`config.mk`:
```
export PLATFORM = sky130hd
export DESIGN_NAME = wake_vad_session_fsm_core
export DESIGN_NICKNAME = d
export VERILOG_FILES = /design/src/rtl/core/wvsf_pkg.sv /design/src/rtl/core/wvsf_front.sv /design/src/rtl/core/wvsf_back.sv /design/src/rtl/core/wvsf_outq.sv /design/src/rtl/core/wake_vad_session_fsm_core.sv
export SDC_FILE = /design/constraint.sdc
export NUM_CORES = 1
export LEC_CHECK = 0
export BUFFER_PORTS_ARGS = -buffer_cell sky130_fd_sc_hd__buf_2
export CELL_PAD_IN_SITES_DETAIL_PLACEMENT = 1
export CELL_PAD_IN_SITES_GLOBAL_PLACEMENT = 2
export CORE_AREA = 2 2 224 226
export DETAILED_ROUTE_END_ITERATION = 16
export DIE_AREA = 0 0 226 228
export PLACE_DENSITY_LB_ADDON = 0.12
export SYNTH_ARGS = -nofsm -noshare
export SYNTH_HDL_FRONTEND = slang
export SYNTH_SLANG_ARGS = --single-unit
```
`constraint.sdc`:
```
create_clock -name clk -period 13.6 [get_ports clk]
set_input_delay 0.68 -clock clk [delete_from_list [all_inputs] [get_ports clk]]
set_output_delay 0.68 -clock clk [all_outputs]
set_load 0.1 [all_outputs]
```
`src/rtl/core/wvsf_pkg.sv`:
```
// Shared types, codes and helpers for the wake/VAD session machine.
// Depends on nothing; every other file of the block refers to it by scoped names.

package wvsf_pkg;

	localparam int TIMER_BITS = 24;
	localparam int CFG_BITS = 24;

	// Event queue between the front and the back part.
	localparam int FQ_DEPTH = 2;
	localparam int FQ_AW = (FQ_DEPTH > 1) ? $clog2(FQ_DEPTH) : 1;
	localparam int FQ_CW = $clog2(FQ_DEPTH + 1);

	// Notice queue toward the result side; it must hold at least two entries.
	localparam int OQ_DEPTH = 4;
	localparam int OQ_AW = $clog2(OQ_DEPTH);
	localparam int OQ_CW = $clog2(OQ_DEPTH + 1);

	// Session states.
	localparam logic [2:0] S_IDLE         = 3'd0;
	localparam logic [2:0] S_WOKEN        = 3'd1;
	localparam logic [2:0] S_WAIT_SPEECH  = 3'd2;
	localparam logic [2:0] S_SPEAKING     = 3'd3;
	localparam logic [2:0] S_WAIT_SILENCE = 3'd4;
	localparam logic [2:0] S_WAIT_SLEEP   = 3'd5;

	// Event codes.
	localparam logic [2:0] E_SILENCE  = 3'd0;
	localparam logic [2:0] E_SPEECH   = 3'd1;
	localparam logic [2:0] E_WAKE     = 3'd2;
	localparam logic [2:0] E_WAKE_EXP = 3'd3;
	localparam logic [2:0] E_VAD_EXP  = 3'd4;
	localparam logic [2:0] E_OTHER    = 3'd5;

	// Notice codes.
	localparam logic [1:0] N_WAKE_START   = 2'd0;
	localparam logic [1:0] N_WAKE_END     = 2'd1;
	localparam logic [1:0] N_SPEECH_START = 2'd2;
	localparam logic [1:0] N_SPEECH_END   = 2'd3;

	// Voice activity classes.
	localparam logic [1:0] VAD_SILENCE = 2'd0;
	localparam logic [1:0] VAD_SPEECH  = 2'd1;

	// Configuration register indexes.
	localparam logic [1:0] REG_WAKE_WINDOW    = 2'd0;
	localparam logic [1:0] REG_SLEEP_WINDOW   = 2'd1;
	localparam logic [1:0] REG_SPEECH_CONFIRM = 2'd2;
	localparam logic [1:0] REG_SILENCE_CONFIRM = 2'd3;

	typedef logic [TIMER_BITS-1:0] tcount_t;
	typedef logic [CFG_BITS-1:0] cfg_word_t;

	typedef struct packed {
		cfg_word_t wake_window;
		cfg_word_t sleep_window;
		cfg_word_t speech_confirm;
		cfg_word_t silence_confirm;
	} cfg_t;

	// One classified item as it waits between front and back.
	typedef struct packed {
		logic        is_tick;
		logic [2:0]  ev;
		logic [7:0]  word_index;
		logic [3:0]  model_index;
		logic [31:0] volume_word;
		logic        wake_enabled;
	} ev_item_t;

	// Head of the event queue as the back part sees it.
	typedef struct packed {
		logic     valid;
		ev_item_t item;
	} fq_head_t;

	// One notice as it waits for the result side.
	typedef struct packed {
		logic [1:0]  notice;
		logic [7:0]  word_index;
		logic [3:0]  model_index;
		logic [31:0] volume;
		logic [2:0]  session_state;
		logic        last_notice;
	} notice_t;

	// A window larger than the counter saturates to the counter's maximum.
	function automatic tcount_t timer_load(input cfg_word_t ms);
		logic [32:0] ext;
		logic [32:0] maxv;
		ext = 33'(ms);
		maxv = 33'({TIMER_BITS{1'b1}});
		if (ext > maxv) begin
			return tcount_t'(maxv);
		end
		return tcount_t'(ext);
	endfunction

endpackage

```
`src/rtl/core/wvsf_front.sv`:
```
// Front part: classifies each accepted item into an event and queues it.
// Depends on wvsf_pkg for the item type, event codes and queue depth.

module wvsf_front (
	input  logic               clk,
	input  logic               arst_n,
	input  logic               push,
	output logic               full,
	input  logic               action,
	input  logic               wake_detected,
	input  logic [1:0]         vad_class,
	input  logic [7:0]         word_index,
	input  logic [3:0]         model_index,
	input  logic [31:0]        volume_word,
	input  logic               wake_enabled,
	output wvsf_pkg::fq_head_t head,
	input  logic               head_pop
);

	wvsf_pkg::ev_item_t fq_mem_q [wvsf_pkg::FQ_DEPTH];
	logic [wvsf_pkg::FQ_AW-1:0] wr_ptr_q;
	logic [wvsf_pkg::FQ_AW-1:0] rd_ptr_q;
	logic [wvsf_pkg::FQ_CW-1:0] cnt_q;
	wvsf_pkg::ev_item_t new_item;
	logic do_push;
	logic do_pop;

	// Wake word wins over silence, silence over speech; anything else is "other".
	always_comb begin
		new_item.is_tick = action;
		priority if (wake_detected) begin
			new_item.ev = wvsf_pkg::E_WAKE;
		end else if (vad_class == wvsf_pkg::VAD_SILENCE) begin
			new_item.ev = wvsf_pkg::E_SILENCE;
		end else if (vad_class == wvsf_pkg::VAD_SPEECH) begin
			new_item.ev = wvsf_pkg::E_SPEECH;
		end else begin
			new_item.ev = wvsf_pkg::E_OTHER;
		end
		new_item.word_index = word_index;
		new_item.model_index = model_index;
		new_item.volume_word = volume_word;
		new_item.wake_enabled = wake_enabled;
	end

	assign full = (cnt_q == wvsf_pkg::FQ_CW'(wvsf_pkg::FQ_DEPTH));
	assign do_push = push && !full;
	assign do_pop = head_pop && (cnt_q != '0);

	assign head.valid = (cnt_q != '0);
	assign head.item = fq_mem_q[rd_ptr_q];

	always_ff @(posedge clk) begin
		if (do_push) begin
			fq_mem_q[wr_ptr_q] <= new_item;
		end
	end

	always_ff @(posedge clk or negedge arst_n) begin
		if (!arst_n) begin
			wr_ptr_q <= '0;
			rd_ptr_q <= '0;
			cnt_q <= '0;
		end else begin
			if (do_push) begin
				wr_ptr_q <= (wr_ptr_q == wvsf_pkg::FQ_AW'(wvsf_pkg::FQ_DEPTH - 1)) ?
					'0 : wr_ptr_q + wvsf_pkg::FQ_AW'(1);
			end
			if (do_pop) begin
				rd_ptr_q <= (rd_ptr_q == wvsf_pkg::FQ_AW'(wvsf_pkg::FQ_DEPTH - 1)) ?
					'0 : rd_ptr_q + wvsf_pkg::FQ_AW'(1);
			end
			if (do_push && !do_pop) begin
				cnt_q <= cnt_q + wvsf_pkg::FQ_CW'(1);
			end else if (do_pop && !do_push) begin
				cnt_q <= cnt_q - wvsf_pkg::FQ_CW'(1);
			end
		end
	end

`ifndef ASSERT_OFF
	a_fq_count: assert property (@(posedge clk) disable iff (!arst_n)
		cnt_q <= wvsf_pkg::FQ_CW'(wvsf_pkg::FQ_DEPTH))
		else $error("event queue count above its depth");
`endif

endmodule

```
`src/rtl/core/wvsf_back.sv`:
```
// Back part: session machine, the two millisecond timers and the registers.
// Depends on wvsf_pkg for state, event and notice codes and the shared types.

module wvsf_back (
	input  logic                    clk,
	input  logic                    arst_n,
	input  logic                    cfg_valid,
	input  logic [1:0]              cfg_index,
	input  logic [23:0]             cfg_data,
	input  wvsf_pkg::fq_head_t      head,
	output logic                    head_pop,
	input  logic                    room,
	output logic [1:0]              push_cnt,
	output wvsf_pkg::notice_t       push0,
	output wvsf_pkg::notice_t       push1
);

	typedef struct packed {
		logic [2:0]        session;
		logic [2:0]        prev;
		wvsf_pkg::tcount_t wake_cnt;
		logic              wake_run;
		wvsf_pkg::tcount_t vad_cnt;
		logic              vad_run;
	} sess_t;

	typedef struct packed {
		sess_t      st;
		logic       nv;
		logic [1:0] ncode;
		logic       kill;
	} ev_res_t;

	sess_t st_q;
	sess_t st_d;
	sess_t tk;
	wvsf_pkg::cfg_t cfg_q;
	ev_res_t r1;
	ev_res_t r2;
	logic wake_due;
	logic vad_due;
	logic take;
	wvsf_pkg::notice_t n1;
	wvsf_pkg::notice_t n2;

	function automatic sess_t wake_stop(input sess_t s);
		s.wake_run = 1'b0;
		s.wake_cnt = '0;
		return s;
	endfunction

	function automatic sess_t vad_stop(input sess_t s);
		s.vad_run = 1'b0;
		s.vad_cnt = '0;
		return s;
	endfunction

	// The window depends on the state just entered.
	function automatic sess_t wake_start(input sess_t s, input wvsf_pkg::cfg_t c);
		wvsf_pkg::cfg_word_t t;
		t = '0;
		if (s.session == wvsf_pkg::S_WOKEN) begin
			t = c.wake_window;
		end else if (s.session == wvsf_pkg::S_WAIT_SLEEP) begin
			t = c.sleep_window;
		end
		s = wake_stop(s);
		if (t != '0) begin
			s.wake_cnt = wvsf_pkg::timer_load(t);
			s.wake_run = 1'b1;
		end
		return s;
	endfunction

	function automatic sess_t vad_arm(input sess_t s, input wvsf_pkg::cfg_t c);
		wvsf_pkg::cfg_word_t t;
		t = '0;
		if (s.session == wvsf_pkg::S_WAIT_SPEECH) begin
			t = c.speech_confirm;
		end else if (s.session == wvsf_pkg::S_WAIT_SILENCE) begin
			t = c.silence_confirm;
		end
		s = vad_stop(s);
		if (t != '0) begin
			s.vad_cnt = wvsf_pkg::timer_load(t);
			s.vad_run = 1'b1;
		end
		return s;
	endfunction

	function automatic ev_res_t no_event(input sess_t s);
		ev_res_t r;
		r.st = s;
		r.nv = 1'b0;
		r.ncode = wvsf_pkg::N_WAKE_START;
		r.kill = 1'b0;
		return r;
	endfunction

	// One event through the session machine. The kill flag tells that the
	// VAD timer was stopped or restarted, which cancels a VAD expiry that is
	// still waiting on the same tick.
	function automatic ev_res_t handle_ev(input logic [2:0] ev, input sess_t s_in,
		input wvsf_pkg::cfg_t c, input logic wake_en);
		ev_res_t r;
		sess_t s;
		r = no_event(s_in);
		s = s_in;
		if (ev != s_in.prev) begin
			s.prev = ev;
			if (ev == wvsf_pkg::E_WAKE && s.session != wvsf_pkg::S_IDLE) begin
				s = wake_stop(s);
				s = vad_stop(s);
				r.kill = 1'b1;
				s.session = wvsf_pkg::S_IDLE;
			end
			unique case (s.session)
				wvsf_pkg::S_IDLE: begin
					if (ev == wvsf_pkg::E_WAKE) begin
						s.session = wvsf_pkg::S_WOKEN;
						s = wake_start(s, c);
						r.nv = 1'b1;
						r.ncode = wvsf_pkg::N_WAKE_START;
					end else if (ev == wvsf_pkg::E_SPEECH && !wake_en) begin
						if (c.speech_confirm != '0) begin
							s.session = wvsf_pkg::S_WAIT_SPEECH;
							s = vad_arm(s, c);
							r.kill = 1'b1;
						end else begin
							s.session = wvsf_pkg::S_SPEAKING;
							r.nv = 1'b1;
							r.ncode = wvsf_pkg::N_SPEECH_START;
						end
					end
				end
				wvsf_pkg::S_WOKEN: begin
					if (ev == wvsf_pkg::E_SPEECH) begin
						if (c.speech_confirm != '0) begin
							s.session = wvsf_pkg::S_WAIT_SPEECH;
							s = vad_arm(s, c);
							r.kill = 1'b1;
						end else begin
							s.session = wvsf_pkg::S_SPEAKING;
							r.nv = 1'b1;
							r.ncode = wvsf_pkg::N_SPEECH_START;
						end
					end else if (ev == wvsf_pkg::E_WAKE_EXP) begin
						s.session = wvsf_pkg::S_IDLE;
						s = wake_stop(s);
						r.nv = 1'b1;
						r.ncode = wvsf_pkg::N_WAKE_END;
					end
				end
				wvsf_pkg::S_WAIT_SPEECH: begin
					if (ev == wvsf_pkg::E_SILENCE) begin
						s.session = wvsf_pkg::S_WOKEN;
					end else if (ev == wvsf_pkg::E_VAD_EXP) begin
						s.session = wvsf_pkg::S_SPEAKING;
						s = wake_stop(s);
						r.nv = 1'b1;
						r.ncode = wvsf_pkg::N_SPEECH_START;
					end else if (ev == wvsf_pkg::E_WAKE_EXP) begin
						s.session = wvsf_pkg::S_IDLE;
						s = vad_stop(s);
						r.kill = 1'b1;
						r.nv = 1'b1;
						r.ncode = wvsf_pkg::N_WAKE_END;
					end
				end
				wvsf_pkg::S_SPEAKING: begin
					if (ev == wvsf_pkg::E_SILENCE) begin
						if (c.silence_confirm != '0) begin
							s.session = wvsf_pkg::S_WAIT_SILENCE;
							s = vad_arm(s, c);
							r.kill = 1'b1;
						end else begin
							s.session = wvsf_pkg::S_WAIT_SLEEP;
							s = wake_start(s, c);
							r.nv = 1'b1;
							r.ncode = wvsf_pkg::N_SPEECH_END;
						end
					end
				end
				wvsf_pkg::S_WAIT_SILENCE: begin
					if (ev == wvsf_pkg::E_SPEECH) begin
						s.session = wvsf_pkg::S_SPEAKING;
						s = vad_stop(s);
						r.kill = 1'b1;
					end else if (ev == wvsf_pkg::E_VAD_EXP) begin
						if (wake_en) begin
							s.session = wvsf_pkg::S_WAIT_SLEEP;
							s = wake_start(s, c);
						end else begin
							s.session = wvsf_pkg::S_IDLE;
						end
						r.nv = 1'b1;
						r.ncode = wvsf_pkg::N_SPEECH_END;
					end
				end
				wvsf_pkg::S_WAIT_SLEEP: begin
					if (ev == wvsf_pkg::E_SPEECH) begin
						s.session = wvsf_pkg::S_WAIT_SPEECH;
						s = vad_arm(s, c);
						r.kill = 1'b1;
					end else if (ev == wvsf_pkg::E_WAKE_EXP) begin
						s.session = wvsf_pkg::S_IDLE;
						s = vad_stop(s);
						r.kill = 1'b1;
						r.nv = 1'b1;
						r.ncode = wvsf_pkg::N_WAKE_END;
					end
				end
				default: begin
					s.session = wvsf_pkg::S_IDLE;
				end
			endcase
			r.st = s;
		end
		return r;
	endfunction

	function automatic wvsf_pkg::notice_t make_notice(input ev_res_t r,
		input wvsf_pkg::ev_item_t it);
		wvsf_pkg::notice_t n;
		logic ws;
		ws = (r.ncode == wvsf_pkg::N_WAKE_START);
		n.notice = r.ncode;
		n.word_index = ws ? it.word_index : '0;
		n.model_index = ws ? it.model_index : '0;
		n.volume = ws ? it.volume_word : '0;
		n.session_state = r.st.session;
		n.last_notice = 1'b0;
		return n;
	endfunction

	// Room for two notices is required before an item is taken.
	assign take = head.valid && room;
	assign head_pop = take;

	always_comb begin
		tk = st_q;
		wake_due = 1'b0;
		vad_due = 1'b0;
		if (tk.wake_run) begin
			tk.wake_cnt = (tk.wake_cnt == '0) ? '0 : tk.wake_cnt - wvsf_pkg::tcount_t'(1);
			if (tk.wake_cnt == '0) begin
				tk.wake_run = 1'b0;
				wake_due = 1'b1;
			end
		end
		if (tk.vad_run) begin
			tk.vad_cnt = (tk.vad_cnt == '0) ? '0 : tk.vad_cnt - wvsf_pkg::tcount_t'(1);
			if (tk.vad_cnt == '0) begin
				tk.vad_run = 1'b0;
				vad_due = 1'b1;
			end
		end

		if (head.item.is_tick) begin
			// Wake expiry goes first; it may cancel the VAD expiry.
			r1 = wake_due ? handle_ev(wvsf_pkg::E_WAKE_EXP, tk, cfg_q, head.item.wake_enabled)
				: no_event(tk);
			r2 = (vad_due && !r1.kill) ?
				handle_ev(wvsf_pkg::E_VAD_EXP, r1.st, cfg_q, head.item.wake_enabled)
				: no_event(r1.st);
		end else begin
			r1 = handle_ev(head.item.ev, st_q, cfg_q, head.item.wake_enabled);
			r2 = no_event(r1.st);
		end
		st_d = r2.st;

		n1 = make_notice(r1, head.item);
		n2 = make_notice(r2, head.item);
		n2.last_notice = 1'b1;

		push_cnt = take ? (2'(r1.nv) + 2'(r2.nv)) : 2'd0;
		push0 = r1.nv ? n1 : n2;
		push0.last_notice = !(r1.nv && r2.nv);
		push1 = n2;
	end

	always_ff @(posedge clk or negedge arst_n) begin
		if (!arst_n) begin
			st_q.session <= wvsf_pkg::S_IDLE;
			st_q.prev <= wvsf_pkg::E_OTHER;
			st_q.wake_cnt <= '0;
			st_q.wake_run <= 1'b0;
			st_q.vad_cnt <= '0;
			st_q.vad_run <= 1'b0;
		end else if (take) begin
			st_q <= st_d;
		end
	end

	always_ff @(posedge clk or negedge arst_n) begin
		if (!arst_n) begin
			cfg_q <= '0;
		end else if (cfg_valid) begin
			unique case (cfg_index)
				wvsf_pkg::REG_WAKE_WINDOW:     cfg_q.wake_window <= cfg_data;
				wvsf_pkg::REG_SLEEP_WINDOW:    cfg_q.sleep_window <= cfg_data;
				wvsf_pkg::REG_SPEECH_CONFIRM:  cfg_q.speech_confirm <= cfg_data;
				wvsf_pkg::REG_SILENCE_CONFIRM: cfg_q.silence_confirm <= cfg_data;
				default:                       cfg_q <= cfg_q;
			endcase
		end
	end

`ifndef ASSERT_OFF
	a_wake_run_nonzero: assert property (@(posedge clk) disable iff (!arst_n)
		st_q.wake_run |-> (st_q.wake_cnt != '0))
		else $error("wake timer running with a zero count");
	a_vad_run_nonzero: assert property (@(posedge clk) disable iff (!arst_n)
		st_q.vad_run |-> (st_q.vad_cnt != '0))
		else $error("VAD timer running with a zero count");
`endif

endmodule

```
`src/rtl/core/wvsf_outq.sv`:
```
// Notice queue: takes up to two notices a cycle from the back part, hands one out.
// Depends on wvsf_pkg for the notice type and the queue depth.

module wvsf_outq (
	input  logic              clk,
	input  logic              arst_n,
	input  logic [1:0]        push_cnt,
	input  wvsf_pkg::notice_t push0,
	input  wvsf_pkg::notice_t push1,
	output logic              room,
	output logic              empty,
	input  logic              pop,
	output wvsf_pkg::notice_t head
);

	wvsf_pkg::notice_t oq_mem_q [wvsf_pkg::OQ_DEPTH];
	logic [wvsf_pkg::OQ_AW-1:0] wr_ptr_q;
	logic [wvsf_pkg::OQ_AW-1:0] rd_ptr_q;
	logic [wvsf_pkg::OQ_CW-1:0] cnt_q;
	logic [wvsf_pkg::OQ_AW-1:0] wr_next;
	logic [wvsf_pkg::OQ_AW-1:0] wr_next2;
	logic do_pop;

	assign wr_next = (wr_ptr_q == wvsf_pkg::OQ_AW'(wvsf_pkg::OQ_DEPTH - 1)) ?
		'0 : wr_ptr_q + wvsf_pkg::OQ_AW'(1);
	assign wr_next2 = (wr_next == wvsf_pkg::OQ_AW'(wvsf_pkg::OQ_DEPTH - 1)) ?
		'0 : wr_next + wvsf_pkg::OQ_AW'(1);

	assign empty = (cnt_q == '0);
	assign room = (cnt_q <= wvsf_pkg::OQ_CW'(wvsf_pkg::OQ_DEPTH - 2));
	assign do_pop = pop && !empty;
	assign head = oq_mem_q[rd_ptr_q];

	always_ff @(posedge clk) begin
		if (push_cnt != 2'd0) begin
			oq_mem_q[wr_ptr_q] <= push0;
		end
		if (push_cnt == 2'd2) begin
			oq_mem_q[wr_next] <= push1;
		end
	end

	always_ff @(posedge clk or negedge arst_n) begin
		if (!arst_n) begin
			wr_ptr_q <= '0;
			rd_ptr_q <= '0;
			cnt_q <= '0;
		end else begin
			if (push_cnt == 2'd1) begin
				wr_ptr_q <= wr_next;
			end else if (push_cnt == 2'd2) begin
				wr_ptr_q <= wr_next2;
			end
			if (do_pop) begin
				rd_ptr_q <= (rd_ptr_q == wvsf_pkg::OQ_AW'(wvsf_pkg::OQ_DEPTH - 1)) ?
					'0 : rd_ptr_q + wvsf_pkg::OQ_AW'(1);
			end
			cnt_q <= cnt_q + wvsf_pkg::OQ_CW'(push_cnt) - wvsf_pkg::OQ_CW'(do_pop);
		end
	end

`ifndef ASSERT_OFF
	a_oq_count: assert property (@(posedge clk) disable iff (!arst_n)
		cnt_q <= wvsf_pkg::OQ_CW'(wvsf_pkg::OQ_DEPTH))
		else $error("notice queue count above its depth");
	a_oq_no_overfill: assert property (@(posedge clk) disable iff (!arst_n)
		(push_cnt != 2'd0) |-> room)
		else $error("notices pushed without room for two");
`endif

endmodule

```
`src/rtl/core/wake_vad_session_fsm_core.sv`:
```
// Top level of the wake-word / voice-activity session machine.
// Depends on wvsf_pkg, wvsf_front, wvsf_back and wvsf_outq.

// Usage. Input items enter like a queue write: an item is taken at a rising edge
// where push is high and full is low. An item is either a detector result
// (action low) or a one-millisecond tick (action high). Notices leave like a
// queue read: while empty is low the oldest notice is on the result ports, and
// it is taken at an edge where pop is high. One item yields zero, one or two
// notices; last_notice marks the final notice of an item.
// Registers are written through cfg_valid/cfg_index/cfg_data; cfg_ready is
// always high, so a write lands at any edge where cfg_valid is high. Writes
// are meant to happen only while no item is in flight.
// Path: the accepting edge writes the event queue; a later edge, taken once the
// notice queue has room for two notices, carries the item through the session
// step into the notice queue, whose oldest entry drives the result ports.
// Throughput: one item per cycle, set by the session step in the
// back part, as long as the result side pops; the back part takes an item only
// when the notice queue has room for two notices, so a stalled result side
// fills the notice queue, then the two-entry event queue, and then raises full.
// Reset (arst_n low) empties both queues, clears the registers to zero, puts
// the session in idle with both timers stopped; the reset acts asynchronously.

module wake_vad_session_fsm_core (
	input  logic        clk,
	input  logic        arst_n,
	input  logic        push,
	output logic        full,
	input  logic        action,
	input  logic        wake_detected,
	input  logic [1:0]  vad_class,
	input  logic [7:0]  word_index,
	input  logic [3:0]  model_index,
	input  logic [31:0] volume_word,
	input  logic        wake_enabled,
	output logic        empty,
	input  logic        pop,
	output logic [1:0]  notice,
	output logic [7:0]  out_word_index,
	output logic [3:0]  out_model_index,
	output logic [31:0] out_volume,
	output logic [2:0]  session_state,
	output logic        last_notice,
	input  logic        cfg_valid,
	output logic        cfg_ready,
	input  logic [1:0]  cfg_index,
	input  logic [23:0] cfg_data
);

	wvsf_pkg::fq_head_t ev_head;
	logic ev_pop;
	logic oq_room;
	logic [1:0] push_cnt;
	wvsf_pkg::notice_t push0;
	wvsf_pkg::notice_t push1;
	wvsf_pkg::notice_t oq_head;

	// The register file never stalls a write.
	assign cfg_ready = 1'b1;

	// Front: classify each item into an event and hold it in a short queue.
	wvsf_front u_front (
		.clk          (clk),
		.arst_n       (arst_n),
		.push         (push),
		.full         (full),
		.action       (action),
		.wake_detected(wake_detected),
		.vad_class    (vad_class),
		.word_index   (word_index),
		.model_index  (model_index),
		.volume_word  (volume_word),
		.wake_enabled (wake_enabled),
		.head         (ev_head),
		.head_pop     (ev_pop)
	);

	// Back: one item per cycle, while the notice queue has room, through the timers and the session machine.
	wvsf_back u_back (
		.clk      (clk),
		.arst_n   (arst_n),
		.cfg_valid(cfg_valid),
		.cfg_index(cfg_index),
		.cfg_data (cfg_data),
		.head     (ev_head),
		.head_pop (ev_pop),
		.room     (oq_room),
		.push_cnt (push_cnt),
		.push0    (push0),
		.push1    (push1)
	);

	// Notices wait here until the result side pops them.
	wvsf_outq u_outq (
		.clk     (clk),
		.arst_n  (arst_n),
		.push_cnt(push_cnt),
		.push0   (push0),
		.push1   (push1),
		.room    (oq_room),
		.empty   (empty),
		.pop     (pop),
		.head    (oq_head)
	);

	assign notice = oq_head.notice;
	assign out_word_index = oq_head.word_index;
	assign out_model_index = oq_head.model_index;
	assign out_volume = oq_head.volume;
	assign session_state = oq_head.session_state;
	assign last_notice = oq_head.last_notice;

endmodule

```
Word-level counts from Yosys, hierarchy flattened:

Memory sizes are Yosys's and may differ from the RTL's.
Cells that the tools add are included.

* bits in registers: 163
* latch bits: 0
* memory bits (writable): 298
* memory bits (read-only): 0
* output and inout bits: 53
* word-level logic and storage cells: 262
* memories kept: 2

Memories
* u_outq.oq_mem_q: words 4, bits a word 50, rd ports 1, clocked after Yosys merged registers in 0, write ports 1, line wvsf_outq.sv:16 `wvsf_pkg::notice_t oq_mem_q [wvsf_pkg::OQ_DEPTH];`
* u_front.fq_mem_q: words 2, bits a word 49, rd ports 1, clocked after Yosys merged registers in 0, write ports 1, line wvsf_front.sv:20 `wvsf_pkg::ev_item_t fq_mem_q [wvsf_pkg::FQ_DEPTH];`

* add/subtract/negate cells: 12
* multiply operators: 0
* div/mod/pow operators: 0
* $lt $le $gt $ge: 1
* eq/ne operators: 32
* shift operators: 0
* muxes and demuxes: 145
* bitwise operators: 0
* reduce and logical (&&, ||, !) cells: 54

Operators by type and width (number)
* $mux 24: 39
* $mux 56: 13
* $mux 60: 7
* $pmux 53 s6: 1
* $mux 25: 12
* $reduce_bool 24->1: 10
* $mux 50: 4
* $pmux 50 s2: 2
* $logic_not 24->1: 4
* $mux 32: 2
* $mux 59: 1
* $mux 54: 1
* $mux 53: 1
* $reduce_or 50->1: 1
* $mux 3: 16
* $sub 24x1->24 const B: 2
* $mux 1: 25
* $eq 3x2->1 const B: 8
* $mux 4: 6
* $pmux 4 s6: 1
* $eq 3x3->1 const B: 7
* $mux 2: 9
* $pmux 3 s6: 1
* $mux 8: 2
* other kinds (25): 69

Depth between registers and ports, before layout:

* depth after elaboration: 27
* mapped depth: 22
* gate-level depth less buffers: 19

By module:

From an unflattened synthesis, not the netlist that was laid out.

* cells, all modules: 2257
* area, all modules: 26773.2 um^2

By module, submodules not included
* wvsf_back: instances 1, cells an instance 1539, area each 12435.7 um^2
* wvsf_outq: instances 1, cells an instance 541, area each 10322.4 um^2
* wvsf_front: instances 1, cells an instance 175, area each 4003.8 um^2
* wake_vad_session_fsm_core: instances 1, cells an instance 2, area each 11.3 um^2

Worst setup path after synthesis:

Ideal clock, no wire load.

* kind: register to register
* from: register u_back.st_q[26] (netlist bit)
* to: memory u_outq.oq_mem_q[3][0] (netlist bit), enable pin
* library setup time: 0.474 ns
* arrival: 6.909 ns
* data required time: 13.126 ns
* path slack: 6.217 ns
* cell stages (with the launch flop): 20
* clock period less this slack: 7.383 ns
* cells stage by stage: dfrtp_1 > clkbuf_1 > inv_1 > ha_1 > or3b_2 > or2_1 > buf_2 > or4b_4 > o211a_2 > a2111oi_4 > a31oi_2 > or4b_1 > nor2_1 > ha_1 > nand2_1 > inv_1 > ha_1 > clkbuf_1 > nand3_1 > a21oi_1

* cells in the longest elaborated chain, start to end: 18
* elaborated cells between the ends (all ways): 28
* classes of those cells: add/sub (2); eq/ne (4); mux (16); reduce/logical (6)

Ends and longest elaborated chain
* start, declared: line wvsf_back.sv:34 `sess_t st_q;`
* start signal, assigned: line wvsf_back.sv:291 `st_q <= st_d;`
* $sub 24x1->24 / $logic_not 24->1 (equally long branches): line wvsf_back.sv:245 `tk.wake_cnt = (tk.wake_cnt == '0) ? '0 : tk.wake_cnt - wvsf_pkg::tcount_t'(1);`
* $mux 24 *: line wvsf_back.sv:245
* $logic_not 24->1 *: line wvsf_back.sv:246 `if (tk.wake_cnt == '0) begin`
* $mux 1 *: line wvsf_back.sv:246
* $mux 1 *: line wvsf_back.sv:244 `if (tk.wake_run) begin`
* $mux 60 *: line wvsf_back.sv:261 `r1 = wake_due ? handle_ev(wvsf_pkg::E_WAKE_EXP, tk, cfg_q, head.item.wake_enabled)`
* $eq 3x3->1 / $eq 3x2->1 (equally long branches): line wvsf_back.sv:117 `unique case (s.session)`
* $pmux 3 s2: line wvsf_back.sv:117
* (+2 left out)
* $mux 60: line wvsf_back.sv:259 `if (head.item.is_tick) begin`
* $add 1x1->2 *: line wvsf_back.sv:276 `push_cnt = take ? (2'(r1.nv) + 2'(r2.nv)) : 2'd0;`
* $mux 2 *: line wvsf_back.sv:276
* $eq 2x2->1: line wvsf_outq.sv:38 `if (push_cnt == 2'd2) begin`
* $mux 1: line wvsf_outq.sv:38
* $mux 1 (implied by the code): line wvsf_outq.sv:39 `oq_mem_q[wr_next] <= push1;`
* $reduce_or 50->1 (no line)
* $mux 2 (no line) / $mux 1 (equally long branches)
* end, declared: line wvsf_outq.sv:16

Mark *: on every way between the ends. The rest lies on a longest branch, timed or not.

Final worst setup path:

* from: register u_back.st_q[5] (netlist bit)
* to: memory u_outq.oq_mem_q[1][45] (netlist bit), enable pin

* cells in the longest elaborated chain, start to end: 15
* elaborated cells between the ends (all ways): 20
* classes of those cells: add/sub (2); eq/ne (1); mux (12); reduce/logical (5)

Ends and longest elaborated chain
* $sub 24x1->24 / $logic_not 24->1 (equally long branches): line wvsf_back.sv:252 `tk.vad_cnt = (tk.vad_cnt == '0) ? '0 : tk.vad_cnt - wvsf_pkg::tcount_t'(1);`
* $mux 24 *: line wvsf_back.sv:252
* $logic_not 24->1 *: line wvsf_back.sv:253 `if (tk.vad_cnt == '0) begin`
* $mux 1 *: line wvsf_back.sv:253
* $mux 1 *: line wvsf_back.sv:251 `if (tk.vad_run) begin`
* $logic_and 1x1->1 *: line wvsf_back.sv:263 `r2 = (vad_due && !r1.kill) ?`
* $mux 60 *: line wvsf_back.sv:263
* $mux 60 *: line wvsf_back.sv:259
* $add 1x1->2 *: line wvsf_back.sv:276
* $mux 2 *: line wvsf_back.sv:276
* $eq 2x2->1: line wvsf_outq.sv:38
* $mux 1: line wvsf_outq.sv:38
* $mux 1 (implied by the code): line wvsf_outq.sv:39
* $reduce_or 50->1 (no line)
* $mux 2 (no line) / $mux 1 (equally long branches)

Marked as above.

==> impl_metrics.yaml <==
run_status:
  outcome: "finished, final reports clean"
synth:
  synth_top_family_by_area: "compound AO/OA/AOI/OAI gates"
  synth_fa_ha_area_share_pct: 0.869
  synth_compound_area_share_pct: 13.0
  synth_ff_type: "edfxtp_1"
  netlist_area_sq_um: 22500
  ys_types: 88
  synth_edf_count: 298
  synthXorXnorAreaFrac_pct: 0.702
  netlist_instances: 1835
  ys_warn_count: 0
  syn-num-nets: 1930
  async_flop_share_pct: 35.4
  ys_ff_latch: 461
  syn_avg_cell_area_sq_um: 12.2
  synthMuxAreaShare_pct: 12.8
  ys_seq_area_share_pct: 58.0
  synthSimpleGateAreaFrac_pct: 12.0
cells_and_area:
  syn_to_final_growth_pct: 13.0
  diodes: 0
  nFillCells: 5029
  fin_nets: 2020
  drive_above_1_share_pct: 21.8
  finish.instance_area_sq_um: 25400
  multi_input_area_sq_um: 8920
  seq_area_sq_um: 13000
timing:
  hold_violations: 0
  holdWs_ns: 0.208
  tightest_slew_ns: 1.15
  rsz0062_at_grt: "no"
  finClkSkew_ns: 0.0271
  slew_viol_final: 0
  slew_headroom_pct: 23.2
  setup_tns_ns: 0
  fmax_mhz: 143
  period_minus_slack_ns: 6.97
  setup_viol: 0
  min_period_over_period_pct: 51.3
floorplan:
  dieWidth_um: 226
  die_area_sq_um: 51500
  ioPinCount: 133
  core_sq_um: 49300
  die_y_um: 228
  start_util_pct: 45.5
  rows: 82
routing:
  totalWireLength_um: 72600
  viasPerCell: 6.26
  vias: 16500
  wire_per_inst_um: 27.5
  drc_errors: 0
  postRouteAntennaNets: 0
  drt_pass1_iterations: 8
  drtIter0Drc: 1489
global_route:
  grt_pass1_vias: 17400
  grt_use_total_pct: 28.5
  grt_max_degree: 94
  antenna_found_initial: 1
  grt-ovfl-total: 0
  grt_pass1_wl_um: 111000
power_and_ir_drop:
  p_int_mw: 3.40
  p_comb_share_pct: 44.8
  p_leak_nw: 9.08
  peakVddDrop_mv: 0.120
  switching_share_pct: 46.4
  power_density_nw_per_um2: 250
  power_switching_mw: 2.94
  p_seq_share_pct: 34.5
  pwr-share-clk_pct: 20.7
cts:
  cts_root_buf: "clkbuf_16"
  cts_resized: 0
  clk_pin_slew_worst_paths_ns: 0.06
  htree_levels: 2
  clock-sinks: 461
  cts_buffers: 49
  cts_tree: "yes"
  ctsHoldBuffers: 0
  clock_path_buffers: 3
  cts_setup_buffers: 0
  clkLatencyLatePin_ns: 0.60
place:
  gp_congestion: 0.911
  hpwl_um: 50500
  io_buffer_count: 131
  dpl_cell_area_sq_um: 23800
worst_setup_path:
  max_stage_delay_ns: 0.72
  path_max_fanout: 38
  critPathArrivalTime_ns: 7.19
  required_ns: 13.82
  r2r_start: "u_back.st_q[5]"
  startpoint: "u_back.st_q[5]"
  endpoint_kind: "flip-flop"
  path_cells: "or4_1 > or4_1 > nor4_1 > mux2_1 > a2111oi_2 > o211ai_1 > or4b_1 > nor2_1 > ha_1 > nand2_1 > inv_1 > ha_1 > nand2b_1 > o32a_1 > nor2_4 > buf_4"
  slowest_stage: "or4_1"
  worstSetupPathType: "flip-flop to flip-flop"
  startpoint_type: "flip-flop"
flow_run:
  maxCapViolations: 0
hold_path:
  min-delay-path-class: "input port to async pin"
==> final cells by class <==
| cell class | instances | share of cell area (%) |
|---|---|---|
| Tap cell | 672 | 3.31 |
| Sequential cell | 461 | 51.4 |
| Clock inverter | 19 | 0.734 |
| Multi-Input combinational cell | 1225 | 35.2 |
| Timing Repair Buffer | 164 | 3.58 |
| Inverter | 24 | 0.355 |
| Clock buffer | 72 | 5.49 |
==> power by group through the flow <==
stage          Clock [mW]  Combinational, mW  Sequential [mW]
6_report             1.31               2.84             2.19
3_3_place_gp            0               2.79             2.20
2_1_floorplan           0               2.23             1.96
3_5_place_dp            0               2.83             2.21
5_1_grt              1.39               3.04             2.23
4_1_cts              1.34               2.84             2.19
==> flip-flops by register name, summed over array words and instances, names as in the netlist <==
register          cells
u_back.st_q          56
u_outq.wr_ptr_q       2
u_front.rd_ptr_q      1
u_back.cfg_q         96
u_front.fq_mem_q     98
u_outq.oq_mem_q     200
u_front.wr_ptr_q      1
u_outq.cnt_q          3
u_front.cnt_q         2
u_outq.rd_ptr_q       2
==> critical path, delay by kind of cell, from the launching register on <==
kind | cells | cell delay (ns)
AND/OR/NAND/NOR | 8 | 3.13
adder cells (fa/ha/maj) | 2 | 0.57
flip-flops | 1 | 0.49
multiplexers | 1 | 0.40
buffers and inverters | 2 | 0.66
AO/OA/AOI/OAI | 3 | 1.30
==> Yosys cell counts (all sizes together) (21+ instances only) <==
cell	n	area, sq um
mux4	50	1130
a222oi	24	240
o21ai	94	470
edfxtp	298	8950
a21oi	81	409
mux2	105	1180
inv	23	86.3
a22oi	22	165
nand2	115	432
nor4	50	334
o22ai	25	156
dfrtp	161	4030
nand3	43	215
nor2	200	751
clkbuf	104	390
buf	21	98.8
nor3	43	220
mux2i	56	561
==> placed cells by master, fill, tap and decap left out, types with 23 or more instances in the layout <==
master,synthesis,final
mux4_2,50,50
nand2_1,115,115
o21ai_0,54,54
edfxtp_1,298,298
inv_1,23,23
a21oi_1,80,77
nand3_1,43,43
a222oi_1,24,24
buf_4,2,33
o21ai_1,40,40
mux2_2,104,104
nor4_1,48,48
nor3_1,42,42
o22ai_1,25,25
mux2i_1,56,55
buf_2,10,130
clkbuf_16,0,49
dfrtp_1,161,158
nor2_1,200,194
==> metal layers <==
metal | wire length [um] | track usage [%]
met1 | 30900 | 38.1
met2 | 35700 | 48.2
met3 | 3890 | 4.08
met4 | 2110 | 8.59
met5 | 0 | 0
==> kinds of logic after synthesis <==
kind of cell / Yosys count
simple gates: 556
flops: 461
compound gates: 424
mux: 211
buf+inv: 149
xor+xnor: 18
fa+ha+maj: 15
other cells: 1
==> path summary, 6_finish.rpt <==
kind                                     endpoint  slack, ns  cells past startpoint
hold reg to reg                   u_outq.cnt_q[2]       0.52                      1
max in group asynchronous        u_back.cfg_q[78]      11.87                      2
setup / recovery           u_outq.oq_mem_q[1][45]       6.63                     16
min in group clk           u_front.fq_mem_q[0][5]       0.28                      1
setup reg to reg           u_outq.oq_mem_q[1][45]       6.63                     16
hold / removal                   u_back.cfg_q[22]       0.21                      1
==> metrics by stage <==
stage | utilization (%) | std cells | setup WS [ns] | power (mW)
floorplan | - | 1835 | 6.22 | 4.19
global placement | 48.2 | 2546 | 6.88 | 4.98
detailed placement | 48.2 | 2546 | 6.77 | 5.04
CTS | 51.4 | 2637 | 6.68 | 6.37
global route | 51.4 | 2637 | 6.19 | 6.65
finish | 51.4 | 2637 | 6.63 | 6.35
(Power assumes the default switching activity.)
